File: config.mk
export PLATFORM = sky130hd
export DESIGN_NAME = gdds_ctrl
export DESIGN_NICKNAME = d
export VERILOG_FILES = /design/src/sv/gdds_pkg.sv /design/src/sv/gdds_ctrl.sv
export SDC_FILE = /design/constraint.sdc
export NUM_CORES = 1
export LEC_CHECK = 0
export BUFFER_PORTS_ARGS = -buffer_cell sky130_fd_sc_hd__buf_2
export CORE_AREA = 2 2 39 41
export CTS_BUF_LIST = sky130_fd_sc_hd__clkbuf_16
export DETAILED_ROUTE_END_ITERATION = 7
export DIE_AREA = 0 0 41 43
export GPL_ROUTABILITY_DRIVEN = 1
export PLACE_DENSITY = 0.62
export SKIP_CTS_REPAIR_TIMING = 1
export SLEW_MARGIN = 25
export SYNTH_ARGS = -nofsm -noshare
export SYNTH_HDL_FRONTEND = slang
export SYNTH_SLANG_ARGS = --single-unit
export TNS_END_PERCENT = 30
File: constraint.sdc
create_clock -name clk -period 1.2 [get_ports clk]
set_clock_uncertainty 0.05 [all_clocks]
set_input_delay 0.18 -clock clk [delete_from_list [all_inputs] [get_ports clk]]
set_output_delay 0.18 -clock clk [all_outputs]
set_load 0.01 [all_outputs]
File: src/sv/gdds_pkg.sv
// ============================================================================
// gdds_pkg
// Shared constants, payload types and control/status types for the diffusion
// grid block.
// ============================================================================
`default_nettype none

package gdds_pkg;

    localparam int GRID_SIZE   = 64;
    localparam int VALUE_WIDTH = 32;
    localparam int CELLS       = GRID_SIZE * GRID_SIZE;
    localparam int ADDR_W      = $clog2(CELLS);
    localparam int ROW_W       = $clog2(GRID_SIZE);
    localparam int CNT_W       = $clog2(CELLS + GRID_SIZE);
    localparam int FRAC_W      = 16;
    localparam int SUM_W       = 44;
    localparam int SQ_W        = 64;
    localparam int OUT_W       = 32;
    localparam int FIELD_W     = 6;
    localparam int CFG_IDX_W   = 3;
    localparam int CFG_DATA_W  = 32;
    localparam int DIFF_W      = 15;
    localparam int DECAY_W     = 16;
    localparam int SCALE_W     = 4;
    localparam int K_W         = DECAY_W + SCALE_W;

    localparam logic [CFG_IDX_W-1:0] CFG_DIFFUSION = 3'd0;
    localparam logic [CFG_IDX_W-1:0] CFG_DECAY     = 3'd1;
    localparam logic [CFG_IDX_W-1:0] CFG_MODE      = 3'd2;
    localparam logic [CFG_IDX_W-1:0] CFG_SCALE     = 3'd3;
    localparam logic [CFG_IDX_W-1:0] CFG_PRODUCE   = 3'd4;

    localparam logic [2:0] CMD_WRITE = 3'd0;
    localparam logic [2:0] CMD_READ  = 3'd1;
    localparam logic [2:0] CMD_PROD  = 3'd2;
    localparam logic [2:0] CMD_STEP  = 3'd3;
    localparam logic [2:0] CMD_STATS = 3'd4;

    typedef struct packed {
        logic [2:0]         command;
        logic [FIELD_W-1:0] row;
        logic [FIELD_W-1:0] col;
        logic [31:0]        write_value;
    } in_item_t;

    typedef struct packed {
        logic [OUT_W-1:0] read_value;
        logic [SUM_W-1:0] total_loss;
        logic [SUM_W-1:0] grid_sum;
        logic [SQ_W-1:0]  grid_sum_squares;
        logic [OUT_W-1:0] min_value;
        logic [OUT_W-1:0] max_value;
    } out_item_t;

    typedef enum logic [1:0] {
        SWEEP_CLEAR,
        SWEEP_STEP,
        SWEEP_STATS
    } sweep_kind_t;

    typedef struct packed {
        logic        load_item;
        logic        sweep_start;
        sweep_kind_t sweep_kind;
        logic        cell_rd;
        logic        cell_wr;
        logic        prod_wr;
        logic        out_load;
    } ctrl_cmd_t;

    typedef struct packed {
        logic       busy;
        logic       addr_ok;
        logic [2:0] command;
    } dp_status_t;

endpackage

`default_nettype wire

File: src/sv/gdds_ctrl.sv
// ============================================================================
// gdds_ctrl
// Command sequencer: accepts one item, steps the datapath through it, and
// hands the result to the output register.
// ============================================================================
`default_nettype none

module gdds_ctrl
    import gdds_pkg::*;
(
    input  wire logic       clk,
    input  wire logic       rst_n,
    input  wire logic       in_valid,
    output logic            in_ready,
    output logic            out_valid,
    input  wire logic       out_ready,
    input  wire dp_status_t status,
    output ctrl_cmd_t       cmd
);

    typedef enum logic [3:0] {
        S_CLR,
        S_CLRW,
        S_IDLE,
        S_DISP,
        S_WR,
        S_PRD,
        S_PWR,
        S_SWEEP,
        S_WAIT,
        S_RB,
        S_CAP
    } state_t;

    state_t state_reg, state_next;
    logic   out_valid_reg, out_valid_next;

    assign in_ready  = (state_reg == S_IDLE);
    assign out_valid = out_valid_reg;

    always_comb
    begin
        state_next = state_reg;
        cmd        = '0;
        cmd.sweep_kind = SWEEP_CLEAR;
        unique case (state_reg)
            S_CLR:
            begin
                cmd.sweep_start = 1'b1;
                state_next      = S_CLRW;
            end
            S_CLRW:
            begin
                if (!status.busy)
                begin
                    state_next = S_IDLE;
                end
            end
            S_IDLE:
            begin
                if (in_valid)
                begin
                    cmd.load_item = 1'b1;
                    state_next    = S_DISP;
                end
            end
            S_DISP:
            begin
                case (status.command) inside
                    CMD_WRITE:           state_next = status.addr_ok ? S_WR : S_RB;
                    CMD_PROD:            state_next = status.addr_ok ? S_PRD : S_RB;
                    CMD_STEP, CMD_STATS: state_next = S_SWEEP;
                    default:             state_next = S_RB;
                endcase
            end
            S_WR:
            begin
                cmd.cell_wr = 1'b1;
                state_next  = S_RB;
            end
            S_PRD:
            begin
                cmd.cell_rd = 1'b1;
                state_next  = S_PWR;
            end
            S_PWR:
            begin
                cmd.prod_wr = 1'b1;
                state_next  = S_RB;
            end
            S_SWEEP:
            begin
                cmd.sweep_start = 1'b1;
                cmd.sweep_kind  = (status.command == CMD_STEP) ? SWEEP_STEP : SWEEP_STATS;
                state_next      = S_WAIT;
            end
            S_WAIT:
            begin
                if (!status.busy)
                begin
                    state_next = S_RB;
                end
            end
            S_RB:
            begin
                cmd.cell_rd = 1'b1;
                state_next  = S_CAP;
            end
            S_CAP:
            begin
                if (!out_valid_reg || out_ready)
                begin
                    cmd.out_load = 1'b1;
                    state_next   = S_IDLE;
                end
            end
            default: state_next = S_IDLE;
        endcase
    end

    assign out_valid_next = cmd.out_load | (out_valid_reg & ~out_ready);

    always_ff @(posedge clk or negedge rst_n)
    begin
        if (!rst_n)
        begin
            state_reg     <= S_CLR;
            out_valid_reg <= 1'b0;
        end
        else
        begin
            state_reg     <= state_next;
            out_valid_reg <= out_valid_next;
        end
    end

    // new items only once the grid is quiet
    a_idle_quiet: assert property (@(posedge clk) disable iff (!rst_n)
        (state_reg == S_IDLE) |-> !status.busy)
        else $error("item accepted while datapath busy");

    // a pending result is never overwritten
    a_no_overwrite: assert property (@(posedge clk) disable iff (!rst_n)
        cmd.out_load |-> (!out_valid_reg || out_ready))
        else $error("output overwritten");

    a_load_valid: assert property (@(posedge clk) disable iff (!rst_n)
        cmd.out_load |=> out_valid_reg)
        else $error("loaded result not presented");

endmodule

`default_nettype wire

== Word level (Yosys, flattened, before mapping) ==
Index checks and enable logic that the tools add are counted.

* Equality and inequality tests: 17
* Muxes and demuxes: 20
* Bitwise logic cells: 3
* Reduce and logical (&&, ||, !) cells: 9

{| class="wikitable"
|+ Operators by type and width
! cell !! count
|-
| $pmux W4 S10 || 1
|-
| $mux W4 || 9
|-
| $eq A4 B3 Y1 const B || 4
|-
| $eq A4 B4 Y1 const B || 3
|-
| $eq A4 B2 Y1 const B || 2
|-
| $mux W1 || 8
|-
| $ne A2 B2 Y1 const B || 4
|-
| $reduce_or A2 Y1 || 4
|-
| $eq A3 B2 Y1 const B || 2
|-
| $eq A4 B1 Y1 const B || 1
|-
| $logic_not A4 Y1 || 1
|-
| $mux W2 || 2
|-
| $reduce_and A4 Y1 || 1
|-
| $eq A3 B3 Y1 const B || 1
|-
| $logic_not A3 Y1 || 1
|-
| $and A1 B1 Y1 || 1
|-
| $logic_not A1 Y1 || 1
|-
| $logic_or A1 B1 Y1 || 1
|-
| $not A1 Y1 || 1
|-
| $or A1 B1 Y1 || 1
|}

* Register bits: 5
* Input port bits: 9
* Output and inout bits: 10
* Word-level logic and storage cells: 51

== Longest topological paths before layout ==
* Depth in word-level cells: 6
* Depth in mapped cells: 5
* Mapped depth without buffers: 4

== Least setup slack after synthesis ==
OpenSTA, ideal clock, no wires.

* Kind: flip-flop to output port
* From: reg state_reg[1]
* To: out cmd[6] in the netlist's numbering
* Arrival time: 1.143 ns
* Required time: 0.970 ns
* Slack: -0.173 ns
* Stages on the path, launching flop included: 4
* Path buffers: 1
* Cells stage by stage: dfrtp_1 buf_2 or3_1 a21oi_1

{| class="wikitable"
|+ RTL lines
! what !! RTL line !! RTL
|-
| start: declaration || gdds_ctrl.sv:35 || <nowiki>state_t state_reg, state_next;</nowiki>
|-
| start signal: assignment || gdds_ctrl.sv:132 || <nowiki>state_reg <= state_next;</nowiki>
|-
| end: declaration || gdds_ctrl.sv:18 || <nowiki>output ctrl_cmd_t cmd</nowiki>
|}

==> results.md <==
* Status: finished with violations
* Violated checks: negative setup slack
* Worst rel slew slack at 0.818
* Setup crit start kind: flop
* Minimum clock period at 1.52 ns
* Clock H-tree levels at 1
* Syn_nets at 67
* Pleak at 0.410 nW
* Simple-gate portion of the synthesized area at 0.374
* Filler cell count at 114
* Synth top area cells: dfrtp_1 (26%), mux2i_1 (8.4%), nor2b_1 (5.3%), a21oi_1 (4.2%), nor3_1 (4.2%)
* Peak VDD IR at 1.51 mV
* Diode count at 0
* Unrepaired setup endpoints after global routing: yes
* CTS buffer count at 3
* Synth Area in Compound Gates at 0.200
* XOR/XNOR Fraction of Synth Area at 0.0184
* Placed Area at 674 um2
* Tot GR Track Use at 0.154
* Starting density of the core at 0.344
* Yosys top cell area share at 0.263
* Residual DRC at 0
* Clock power share at 0.248
* Synth Cell Area at 475 um2
* Area of the multi-input gates at 365 um2
* Count leader, synth: dfrtp_1
* Depth of the worst register-to-register path at 4
* Layout Nets at 105
* Router iterations before antenna repair at 4
* Crit share post-route at 1.27
* Port bufs at 18
* Clk buf depth at 2
* CP arrival at 1.29 ns
* Avg Vias per Cell at 4.86
* Post-Syn Area per Cell at 8.20 um2
* Worst path required time at 0.97 ns
* Seq. cell area at 129 um2
* Reg-to-reg startpoint: state_reg[2]
* Delay-heaviest family, CP: flip-flops
* GPL Wtd Cong at 0.809
* Finished Layout Cells at 111
* Largest net degree at the start of global routing at 11
* Worst hold margin at 0.230 ns
* Post-synth top area cell: dfrtp_1
* Final WL at 1320 um
* Top FF cell, synth: dfrtp_1
* Post-Synth Adder-Cell Area at 0
* Clk sink count at 5
* PD cells at 2540 nW/um2
* Hold path depth at 3
* Reg clk slew, reported paths at 0.03 ns
* I/O pins at 19
* Cell variety after synth at 29
* Crit Path Max Fanout at 4
* Die Ht at 43 um
* Final core occ at 0.609
* Largest register FFs at 4
* Grt ovf at 0
* Sw Ratio at 0.359
* Critical path type: reg2out
* Hold Vio Cnt, Final at 0
* Setup WS post-layout at -0.318 ns
* Die ar. at 1760 um2
* CTS tree: built
* Post-Synthesis Cells at 58
* Yosys reg bits at 5
* Post-detail-place hpwl at 945 um
* Vias in the first global route at 450
* First-pass GRT wire length at 1860 um
* Routed WL per cell at 11.9 um
* Final instance area at 843 um2
* Inst Count DP at 102
* FFs w/ async S/R, synth at 1.00
* Max cap viols at 0
* CP bufs+invs at 1
* CORE AREA at 1380 um2
* Register area share after synthesis at 0.263
* Slowest CP cell: dfrtp_1
* Fmax achieved at 0.659 GHz
* Largest family of logic cells by synthesized area: simple AND/OR/NAND/NOR gates
* CP max stage delay at 0.42 ns
* Via count at 539
* Clk root buf: clkbuf_16
* Clk_lat worst skew at 0.22 ns
* Chip Width at 41 um
* Comb pwr share at 0.588
* Crit-path cells: or3_4, a21oi_2, buf_2
* Number of flops mapped to enable cells by yosys at 0
* Area delta synth->final at 77.4%
* Routed Antenna Nets at 0
* Portion of netlist area occupied by mux cells at 0.0842
* Min-delay src: out_ready
* Sequential share of power at 0.165
* Initial antenna violation count at 0
* Synth warn at 0
* # setup viols final at 13
* Setup TNS at -3.02 ns
* Min-delay worst type: in2reg
* Hold Path Sink: out_valid
* R2R Path End: state_reg[3]
* Psw at 0.767 mW
* Layout cells sized above 1 at 0.516
* Row count at 14
* Int Pwr at 1.37 mW
* Kind of end point of the critical path: primary output
* 1st-iter DRT viols at 4
* Worst-Margin Slew at 0.269 ns
* R2r setup slk at -0.23 ns
* Max Slew Vio Count at 0
[worst min-delay path, delay by kind of cell]
kind | cells | cell delay (ns)
AO/OA/AOI/OAI | 1 | 0.15
buffers and inverters | 1 | 0.07
AND/OR/NAND/NOR | 1 | 0.05
[logic make-up after synthesis]
kind of cell,Yosys count
flip-flops,5
AND/OR/NAND/NOR,30
multiplexers,4
AO/OA/AOI/OAI,13
XOR/XNOR,1
buffers and inverters,5
[cell type report]
| class | instances | share of cell area |
|---|---|---|
| Tap cell | 16 | 0.0237 |
| Timing Repair Buffer | 37 | 0.292 |
| Inverter | 1 | 0.00445 |
| Multi-Input combinational cell | 48 | 0.433 |
| Clock inverter | 1 | 0.00445 |
| Sequential cell | 5 | 0.153 |
| Clock buffer | 3 | 0.0890 |
[per-stage QoR]
stage,worst slack [ns],total power [mW]
5_1_grt,-0.392,2.31
4_1_cts,-0.400,1.93
2_1_floorplan,-0.101,1.01
6_report,-0.318,2.14
3_5_place_dp,-0.233,1.39
3_3_place_gp,-0.170,1.36
[power groups by stage]
| stage | Sequential (mW) | Clock (mW) | Combinational, mW |
|---|---|---|---|
| after floorplan | 0.301 | 0 | 0.711 |
| after global placement | 0.342 | 0 | 1.02 |
| after detailed placement | 0.347 | 0 | 1.04 |
| after CTS | 0.347 | 0.534 | 1.05 |
| after global routing | 0.367 | 0.560 | 1.39 |
| final | 0.352 | 0.530 | 1.26 |
[metal layers]
| metal | wire length, um | vias up | global-route usage |
|---|---|---|---|
| met5 | 0 | - | 0 |
| met4 | 0 | 0 | 0.0600 |
| met3 | 53 | 0 | 0.0314 |
| met2 | 669 | 12 | 0.231 |
| met1 | 598 | 240 | 0.208 |
| li1 | - | 287 | - |
[cell usage in the layout, fill, tap and decap left out, drive strengths merged]
master / Yosys / routed
inv: 1 / 2
nand4b: 1 / 1
o22ai: 1 / 1
xor2: 1 / 1
dfrtp: 5 / 5
or2b: 1 / 1
buf: 4 / 36
nor4b: 1 / 1
and2: 1 / 1
o31a: 1 / 1
nand3: 3 / 3
nor2: 4 / 4
o21ai: 2 / 2
o32ai: 1 / 1
nand2: 2 / 2
dlygate4sd3: 0 / 1
a21oi: 4 / 4
nand2b: 3 / 3
nor3: 5 / 5
nor3b: 1 / 1
clkbuf: 0 / 3
o22a: 1 / 1
o21bai: 1 / 1
mux2i: 4 / 4
o32a: 1 / 1
and2b: 2 / 2
nor2b: 4 / 4
or3: 2 / 2
a2111oi: 1 / 1
[how the worst max path moves through the flow]
stage	from	endpoint	slack, ns	depth (start not counted)
2_1_floorplan	state_reg[1]	cmd[6]	-0.10	3
5_1_grt	state_reg[1]	cmd[5]	-0.39	4
4_1_cts	state_reg[2]	cmd[3]	-0.40	3
3_3_place_gp	state_reg[2]	state_reg[1]	-0.17	4
3_5_place_dp	state_reg[2]	state_reg[1]	-0.23	4
6_report	state_reg[1]	cmd[6]	-0.32	3
(Power assumes the default switching activity.)
